**config.mk**
```make
export PLATFORM = sky130hd
export DESIGN_NAME = scheduled_hysteresis_thermostat
export DESIGN_NICKNAME = d
export VERILOG_FILES = /design/src/design/sht_pkg.sv /design/src/design/scheduled_hysteresis_thermostat.sv
export SDC_FILE = /design/constraint.sdc
export NUM_CORES = 1
export LEC_CHECK = 0
export BUFFER_PORTS_ARGS = -buffer_cell sky130_fd_sc_hd__clkbuf_2
export CAP_MARGIN = 20
export CORE_ASPECT_RATIO = 1.2
export CORE_MARGIN = 2
export CORE_UTILIZATION = 50
export DETAILED_ROUTE_END_ITERATION = 8
export PLACE_DENSITY = 0.68
export SLEW_MARGIN = 20
export SYNTH_ARGS = -nofsm -noshare
export SYNTH_HDL_FRONTEND = slang
export SYNTH_SLANG_ARGS = --single-unit
```
**constraint.sdc**
```tcl
create_clock -name clk_i -period 5.9 [get_ports clk_i]
set_input_delay 1.18 -clock clk_i [delete_from_list [all_inputs] [get_ports clk_i]]
set_output_delay 1.18 -clock clk_i [all_outputs]
set_load 0.02 [all_outputs]
```
**src/design/sht_pkg.sv**
```systemverilog
// Package for the scheduled hysteresis thermostat: field widths, register
// indexes, run modes and the invalid sample codes.
// No dependencies.
`default_nettype none

package sht_pkg;

  // field widths
  localparam int unsigned TEMP_W      = 13;
  localparam int unsigned HOUR_W      = 5;
  localparam int unsigned MINUTE_W    = 6;
  localparam int unsigned CFG_IDX_W   = 3;
  localparam int unsigned CFG_DATA_W  = 13;
  localparam int unsigned FAULT_CNT_W = 6;

  // default number of invalid samples before the saved value is overwritten
  localparam int unsigned FAULT_LIMIT_DEF = 60;

  // sensor codes that mark a broken or missing reading
  localparam logic signed [TEMP_W-1:0] BAD_SAMPLE_A = 13'sd0;
  localparam logic signed [TEMP_W-1:0] BAD_SAMPLE_B = 13'sd850;
  localparam logic signed [TEMP_W-1:0] BAD_SAMPLE_C = 13'sd2550;

  // saved temperature after reset
  localparam logic signed [TEMP_W-1:0] SAVED_TEMP_RST = 13'sd1;

  // clock limits
  localparam logic [HOUR_W-1:0]   MAX_HOUR      = 5'd23;
  localparam logic [MINUTE_W-1:0] MAX_MINUTE    = 6'd59;
  localparam logic [HOUR_W-1:0]   HOURS_PER_DAY = 5'd24;

  // configuration register indexes
  typedef enum logic [CFG_IDX_W-1:0] {
    REG_DAY_LOW      = 3'd0,
    REG_DAY_HIGH     = 3'd1,
    REG_NIGHT_LOW    = 3'd2,
    REG_NIGHT_HIGH   = 3'd3,
    REG_WINDOW_START = 3'd4,
    REG_WINDOW_END   = 3'd5,
    REG_RUN_MODE     = 3'd6
  } cfg_reg_e;

  // run modes
  typedef enum logic [1:0] {
    MODE_OFF    = 2'd0,
    MODE_COOLER = 2'd1,
    MODE_HEATER = 2'd2,
    MODE_ON     = 2'd3
  } run_mode_e;

  // hour or minute out of range is stored as 0
  function automatic logic [HOUR_W-1:0] clip_hour(input logic [HOUR_W-1:0] h);
    clip_hour = (h > MAX_HOUR) ? '0 : h;
  endfunction

  function automatic logic [MINUTE_W-1:0] clip_minute(input logic [MINUTE_W-1:0] m);
    clip_minute = (m > MAX_MINUTE) ? '0 : m;
  endfunction

endpackage

`default_nettype wire

```
**src/design/scheduled_hysteresis_thermostat.sv**
```systemverilog
// Scheduled hysteresis thermostat: input register, sample check, time window,
// hysteresis latch and result register in one module.
// Depends on sht_pkg.
//
// Usage:
// - Input channel: in_valid_i with temperature_i, hour_i, minute_i; the block
//   raises in_stall_o when it cannot take the item. Accepted when valid is
//   high and stall is low.
// - Output channel: out_valid_o with relay_o, in_window_o, sample_ok_o; the
//   receiver raises out_stall_i to hold the result.
// - Configuration: cfg_we_i writes cfg_data_i into register cfg_index_i at
//   the clock edge; an unknown index is ignored. Write only while idle.
// - Path: the input register feeds one pass of compare logic into the result
//   register, and the thermostat state is updated as the item moves into the
//   result register.
// - Throughput: one item per cycle while the result side is not stalled.
// - Stalling: while the result register is full and stalled, the item in the
//   input register waits and in_stall_o goes high; nothing is dropped.
// - Reset: all configuration registers read 0, the saved temperature is 1,
//   the fault count and relay latch are 0 and both channels are empty.
`default_nettype none

module scheduled_hysteresis_thermostat
  import sht_pkg::*;
#(
  parameter int unsigned FAULT_LIMIT = FAULT_LIMIT_DEF
) (
  input  wire logic                         clk_i,
  input  wire logic                         rst_ni,
  // configuration write port
  input  wire logic                         cfg_we_i,
  input  wire logic [CFG_IDX_W-1:0]         cfg_index_i,
  input  wire logic [CFG_DATA_W-1:0]        cfg_data_i,
  // input channel
  input  wire logic                         in_valid_i,
  output logic                              in_stall_o,
  input  wire logic signed [TEMP_W-1:0]     temperature_i,
  input  wire logic [HOUR_W-1:0]            hour_i,
  input  wire logic [MINUTE_W-1:0]          minute_i,
  // output channel
  output logic                              out_valid_o,
  input  wire logic                         out_stall_i,
  output logic                              relay_o,
  output logic                              in_window_o,
  output logic                              sample_ok_o
);

  localparam logic [FAULT_CNT_W-1:0] FaultLimit = FAULT_CNT_W'(FAULT_LIMIT);

  // configuration registers
  logic signed [TEMP_W-1:0] day_low_q, day_high_q, night_low_q, night_high_q;
  logic [HOUR_W-1:0]        start_hour_q, end_hour_q;
  logic [MINUTE_W-1:0]      start_min_q, end_min_q;
  run_mode_e                run_mode_q;

  // thermostat state
  logic signed [TEMP_W-1:0] saved_temp_q, saved_temp_d;
  logic [FAULT_CNT_W-1:0]   fault_cnt_q, fault_cnt_d, fault_cnt_inc;
  logic                     relay_latch_q, relay_latch_d;

  // input register
  logic                     s1_valid_q;
  logic signed [TEMP_W-1:0] s1_temp_q;
  logic [HOUR_W-1:0]        s1_hour_q;
  logic [MINUTE_W-1:0]      s1_min_q;

  // result register
  logic out_valid_q, out_relay_q, out_window_q, out_ok_q;

  logic advance, in_accept;
  logic sample_ok, day, from_start, to_end;
  logic signed [TEMP_W-1:0] lo_thr, hi_thr;
  logic above_hi, below_lo;

  // handshake: the input register moves on when the result register frees up
  assign advance    = s1_valid_q && (!out_valid_q || !out_stall_i);
  assign in_stall_o = s1_valid_q && !advance;
  assign in_accept  = in_valid_i && !in_stall_o;

  // configuration writes
  always_ff @(posedge clk_i or negedge rst_ni) begin
    if (!rst_ni) begin
      day_low_q    <= '0;
      day_high_q   <= '0;
      night_low_q  <= '0;
      night_high_q <= '0;
      start_hour_q <= '0;
      start_min_q  <= '0;
      end_hour_q   <= '0;
      end_min_q    <= '0;
      run_mode_q   <= MODE_OFF;
    end else if (cfg_we_i) begin
      unique case (cfg_index_i)
        REG_DAY_LOW:    day_low_q    <= cfg_data_i;
        REG_DAY_HIGH:   day_high_q   <= cfg_data_i;
        REG_NIGHT_LOW:  night_low_q  <= cfg_data_i;
        REG_NIGHT_HIGH: night_high_q <= cfg_data_i;
        REG_WINDOW_START: begin
          start_hour_q <= clip_hour(cfg_data_i[MINUTE_W+HOUR_W-1:MINUTE_W]);
          start_min_q  <= clip_minute(cfg_data_i[MINUTE_W-1:0]);
        end
        REG_WINDOW_END: begin
          end_hour_q <= clip_hour(cfg_data_i[MINUTE_W+HOUR_W-1:MINUTE_W]);
          end_min_q  <= clip_minute(cfg_data_i[MINUTE_W-1:0]);
        end
        REG_RUN_MODE:   run_mode_q <= run_mode_e'(cfg_data_i[1:0]);
        default: ;
      endcase
    end
  end

  // input register
  always_ff @(posedge clk_i or negedge rst_ni) begin
    if (!rst_ni) begin
      s1_valid_q <= 1'b0;
    end else if (in_accept) begin
      s1_valid_q <= 1'b1;
    end else if (advance) begin
      s1_valid_q <= 1'b0;
    end
  end

  always_ff @(posedge clk_i) begin
    if (in_accept) begin
      s1_temp_q <= temperature_i;
      s1_hour_q <= hour_i;
      s1_min_q  <= minute_i;
    end
  end

  // sample check and fault counter
  always_comb begin
    sample_ok = (s1_temp_q != BAD_SAMPLE_A) && (s1_temp_q != BAD_SAMPLE_B) &&
                (s1_temp_q != BAD_SAMPLE_C);
    fault_cnt_inc = fault_cnt_q + FAULT_CNT_W'(1);
    saved_temp_d  = sample_ok ? s1_temp_q : saved_temp_q;
    fault_cnt_d   = sample_ok ? fault_cnt_q : fault_cnt_inc;
    if (fault_cnt_d >= FaultLimit) begin
      saved_temp_d = s1_temp_q;
      fault_cnt_d  = '0;
    end
  end

  // time window, wrapping past midnight when start hour is not below end hour
  always_comb begin
    from_start = (s1_hour_q == start_hour_q) && (start_min_q <= s1_min_q);
    to_end     = (s1_hour_q == end_hour_q) && (s1_min_q < end_min_q);
    if (start_hour_q < end_hour_q) begin
      day = from_start || to_end ||
            ((start_hour_q < s1_hour_q) && (s1_hour_q < end_hour_q));
    end else begin
      day = from_start || to_end || (s1_hour_q < end_hour_q) ||
            ((start_hour_q < s1_hour_q) && (s1_hour_q < HOURS_PER_DAY));
    end
    lo_thr = day ? day_low_q : night_low_q;
    hi_thr = day ? day_high_q : night_high_q;
  end

  // hysteresis latch, lower threshold compare decides when both hit
  always_comb begin
    above_hi      = hi_thr < saved_temp_d;
    below_lo      = saved_temp_d < lo_thr;
    relay_latch_d = relay_latch_q;
    unique case (run_mode_q)
      MODE_OFF: relay_latch_d = 1'b0;
      MODE_COOLER: begin
        if (above_hi) relay_latch_d = 1'b1;
        if (below_lo) relay_latch_d = 1'b0;
      end
      MODE_HEATER: begin
        if (above_hi) relay_latch_d = 1'b0;
        if (below_lo) relay_latch_d = 1'b1;
      end
      MODE_ON: relay_latch_d = 1'b1;
      default: relay_latch_d = relay_latch_q;
    endcase
  end

  // state update as the item moves into the result register
  always_ff @(posedge clk_i or negedge rst_ni) begin
    if (!rst_ni) begin
      saved_temp_q  <= SAVED_TEMP_RST;
      fault_cnt_q   <= '0;
      relay_latch_q <= 1'b0;
    end else if (advance) begin
      saved_temp_q  <= saved_temp_d;
      fault_cnt_q   <= fault_cnt_d;
      relay_latch_q <= relay_latch_d;
    end
  end

  // result register
  always_ff @(posedge clk_i or negedge rst_ni) begin
    if (!rst_ni) begin
      out_valid_q <= 1'b0;
    end else if (advance) begin
      out_valid_q <= 1'b1;
    end else if (!out_stall_i) begin
      out_valid_q <= 1'b0;
    end
  end

  always_ff @(posedge clk_i) begin
    if (advance) begin
      out_relay_q  <= relay_latch_d;
      out_window_q <= day;
      out_ok_q     <= sample_ok;
    end
  end

  assign out_valid_o = out_valid_q;
  assign relay_o     = out_relay_q;
  assign in_window_o = out_window_q;
  assign sample_ok_o = out_ok_q;

`ifndef SYNTHESIS
  // fault counter never reaches the limit between items
  a_fault_below_limit: assert property (@(posedge clk_i) disable iff (!rst_ni)
    fault_cnt_q < FaultLimit)
    else $error("fault counter at or above limit");

  // the last tolerated invalid sample wraps the counter back to zero
  a_fault_wrap: assert property (@(posedge clk_i) disable iff (!rst_ni)
    advance && !sample_ok && (fault_cnt_inc == FaultLimit) |=> fault_cnt_q == '0)
    else $error("fault counter did not restart at limit");

  // off mode forces the delivered relay level low
  a_mode_off: assert property (@(posedge clk_i) disable iff (!rst_ni)
    advance && (run_mode_q == MODE_OFF) |=> !relay_o && out_valid_o)
    else $error("relay on in off mode");

  // input side stalls only while an item waits in the input register
  a_stall_held: assert property (@(posedge clk_i) disable iff (!rst_ni)
    in_stall_o |-> s1_valid_q && out_valid_q)
    else $error("input stalled without a waiting item");

  // delivered relay level matches the latch state
  a_relay_latch: assert property (@(posedge clk_i) disable iff (!rst_ni)
    out_valid_o |-> relay_o == relay_latch_q)
    else $error("delivered relay level differs from latch");
`endif

endmodule

`default_nettype wire

```
==> metrics.log <==
INFO  metric outcome = finished, final reports clean
INFO  metric number_of_antenna_violations_at_the_first_check_in_global_routing = 0
INFO  metric seq_power_share = 0.388
INFO  metric grt.overflow.total = 0
INFO  metric place_congestion = ~0.90
INFO  metric p_sw = between 800 and 900 uW
INFO  metric placement_rows = between 40 and 50
INFO  metric power.combinational.fraction = 0.269
INFO  metric buffer_ports.inserted = 49
INFO  metric crit_required = between 6 and 7 ns
INFO  metric yosysWarningCount = 0
INFO  metric library_cell_occupying_the_most_area_in_the_post_synthesis_netlist = dfrtp_1
INFO  metric power.share.clock = 0.343
INFO  metric boundaryPins = 50
INFO  metric p_leak = approximately 0.0034 uW
INFO  metric synth_instances = approximately 570
INFO  metric layout_skew = 0.006368 ns
INFO  metric min_path_type = register to register
INFO  metric rsz0062_at_grt = false
INFO  metric num-fill-cells = 1,047
INFO  metric synth.area.top_cells = dfrtp_1, edfxtp_1, mux2_2
INFO  metric initial_utilization = 0.5145
INFO  metric hold-path-cell-count = 2
INFO  metric ctsHoldBuffers = 0
INFO  metric hold_viol_final = 0
INFO  metric yosys_register_bits = 125
INFO  metric post_cts.repair.setup_buffers = 0
INFO  metric place_hpwl = between 10,000 and 15,000 um
INFO  metric drt-wirelength-per-cell = between 15 and 20 um
INFO  metric p_sw_frac = 0.2942
INFO  metric post_synthesis_sequential_area_ratio = 0.5009
INFO  metric distinct_cell_type_count_after_synthesis = 57
INFO  metric finalMaxSlewViolations = 0
INFO  metric critPathArrivalTime = 5.34 ns
INFO  metric number_of_global_route_vias_before_repair = ~4,700
INFO  metric synth_enable_flop_cells = 27
INFO  metric cp-end-kind = register
INFO  metric actual_transition_at_the_worst_max_transition_pin = 0.9548 ns
INFO  metric 1st_iter_drt_viols = between 150 and 200
INFO  metric finalSetupTns = 0 ns
INFO  metric cts_tree = yes
INFO  metric firstDrtPassIters = 4
INFO  metric antenna_cells = 0
INFO  metric synth_top_area_frac = 0.3724
INFO  metric vdd_ir_drop_max = approximately 260 uV
INFO  metric synthesis.nets = approximately 670
INFO  metric cts_root_buffer = clkbuf_16
INFO  metric number_of_resized_instances_in_the_post_cts_repair_step = 0
INFO  metric die_area = around 0.014 mm2
INFO  metric power_density = between 300 and 400 mW/mm2
INFO  metric total_power = between 2000 and 3000 uW
INFO  metric slew_headroom = 0.3534
INFO  metric die_height = 129.1 um
INFO  metric flow.area_growth_from_synthesis = 15.80%
INFO  metric htreeDepth = 4
INFO  metric design.final.nets = 728
INFO  metric viasPerCell = 5.553
INFO  metric finish.instance_area = between 0.007 and 0.008 mm2
INFO  metric async_flop_share = 0.7840
INFO  metric grt_start_max_net_pins = 54
INFO  metric insertion_delay = around 0.42 ns
INFO  metric synth.cell_area = between 0.006 and 0.007 mm2
INFO  metric setup_violations = 0
INFO  metric clock_slew_at_reported_path_ffs = roughly 0.05 ns
INFO  metric achievable_clock_frequency = slightly below 200 MHz
INFO  metric timing.critical_path.fanout_max = 15
INFO  metric chipWidth = around 110 um
INFO  metric setup.worst_path.start_class = register
INFO  metric core = 0.01267 mm2
INFO  metric fin_util = 0.5958
INFO  metric routed_wl = between 10,000 and 15,000 um
INFO  metric final_period_minus_worst_setup_slack = 5.075 ns
INFO  metric route.vias.total = approximately 4,500
INFO  metric clockBufferDepth = 2
INFO  metric clkSinkCount = between 100 and 150
INFO  metric cts-buffers-inserted = 17
INFO  metric layout-drive-gt1-share = 0.2601
INFO  metric hold-worst-slack = ~0.47 ns
INFO  metric cellInternalPower = roughly 2000 uW
INFO  metric post_detailed_route_drc_marker_count = 0
INFO  metric gr-usage-all-layers = 0.2259
INFO  metric synth_flop_cell = dfrtp_1
INFO  metric worstRegToRegCells = 18
INFO  metric period_share = 0.8602
INFO  metric post_dp_cell_area = 0.006987 mm2
INFO  metric synthesized_area_per_cell = approximately 11 um2
INFO  metric grt_pass1_wl = roughly 24,000 um
INFO  metric timing_worst_setup_path_type = register to register
INFO  metric final_antenna_net_count = 0
INFO  metric timing.max_cap.violations = 0
## cells by family (layout without fill, tap and decap cells)
group	after synthesis	in the layout	synth area share
buffers and inverters	59	132	0.03532
and+or+nand+nor	138	138	0.1067
DFF	125	125	0.5009
AOI/OAI and AO/OA	108	108	0.1048
muxes	93	93	0.1563
adders and majority gates	50	50	0.09599
## stage by stage
| step | setup slack (ns) | instances |
|---|---|---|
| finish | 0.8246 | 810 |
| detailed placement | 0.8225 | 778 |
| CTS | 0.8271 | 810 |
| floorplan | 1.395 | 573 |
| global route | 0.4704 | 810 |
| global placement | 0.8993 | 778 |
## synth_stat cells (2+ instances only)
library cell / count
nor3_1: 4
nand3_1: 11
a21boi_0: 2
dfrtp_1: 97
a21oi_1: 16
a31oi_1: 3
nor2_1: 10
nand4b_1: 4
a41oi_1: 2
o21ai_0: 49
a21o_1: 6
nand3b_1: 2
o41ai_1: 2
or3_1: 2
nand4_1: 6
o31ai_1: 4
a211oi_1: 3
or4_4: 2
mux2_2: 70
nor3b_1: 2
a2bb2oi_1: 2
nor2b_1: 4
nand2_1: 69
a22o_1: 2
ha_1: 50
or4_1: 3
mux2i_1: 23
inv_1: 42
clkbuf_1: 15
o21a_1: 2
nand2b_1: 10
edfxtp_1: 27
o22ai_1: 2
a2111oi_0: 2
## power by group through the flow
stage                     registers, uW  clock network (uW)  logic (uW)
final                              1120                 989         776
after floorplan                    1110                   0         550
after global placement             1120                   0         750
after CTS                          1120                1010         780
after global routing               1140                1050         873
after detailed placement           1130                   0         774
## cells in the final DEF (no fill, tap or decap), types with 3 or more instances in the layout
cell       count
a211oi_1       3
a21o_1         6
a21oi_1       16
a31oi_1        3
buf_4         10
clkbuf_1       3
clkbuf_16     17
clkbuf_2      48
clkinv_1       3
clkinv_2       5
dfrtp_1       97
edfxtp_1      27
ha_1          50
inv_1         42
mux2_2        70
mux2i_1       23
nand2_1       69
nand2b_1      10
nand3_1       11
nand4_1        6
nand4b_1       4
nor2_1        10
nor2b_1        4
nor3_1         3
o21ai_0       49
o31ai_1        4
or4_1          3
## worst max-delay path, stage by stage, from the launching register on
cell       delay [ns]
edfxtp_1         0.36
inv_1            0.06
ha_1             0.31
and3_1           0.20
nand3_1          0.12
o311ai_1         0.83
nor3_4           0.18
buf_4            0.28
mux2_2           0.32
ha_1             0.20
a2111oi_0        0.36
nand2_1          0.11
o22ai_1          0.22
nand2b_1         0.10
a21o_1           0.17
o41ai_2          0.32
mux2_2           0.41
a2bb2oi_1        0.19
a2bb2oi_1        0.17
## flip-flops by register name (all words and copies together), names as in the netlist, 2 cells and up
signal / flops
day_low_q: 13
s1_min_q: 6
end_hour_q: 5
start_min_q: 6
start_hour_q: 5
night_low_q: 13
s1_hour_q: 5
s1_temp_q: 13
run_mode_q: 2
fault_cnt_q: 6
night_high_q: 13
saved_temp_q: 13
day_high_q: 13
end_min_q: 6
## per-layer routing
metal / global-route usage / share of wire / vias to the layer above
met5: 0 / 0 / -
met4: 0.08069 / 0.017 / 0
met3: 0.04477 / 0.032 / 18
met2: 0.3881 / 0.51 / 84
met1: 0.2846 / 0.44 / 2205
li1: - / - / 2191
## cell type report
| type | count | area [um2] | area share |
|---|---|---|---|
| Sequential cell | 125 | 3264 | 0.4325 |
| Multi-Input combinational cell | 389 | 3044 | 0.4033 |
| Clock buffer | 22 | 464.2 | 0.06151 |
| Timing Repair Buffer | 58 | 315.3 | 0.04178 |
| Tap cell | 164 | 205.2 | 0.02719 |
| Inverter | 42 | 157.7 | 0.02089 |
| Clock inverter | 10 | 96.34 | 0.01277 |
## worst paths after layout
check	from	to	slack (ns)
max	s1_hour_q[4]	relay_o	0.82
min	end_hour_q[4]	end_hour_q[4]	0.47
max reg2reg	s1_hour_q[4]	relay_o	0.82
min reg2reg	end_hour_q[4]	end_hour_q[4]	0.47
max in group asynchronous	rst_ni	end_min_q[3]	4.01
min in group asynchronous	rst_ni	saved_temp_q[7]	0.79
Power figures use the tool's default switching activity.
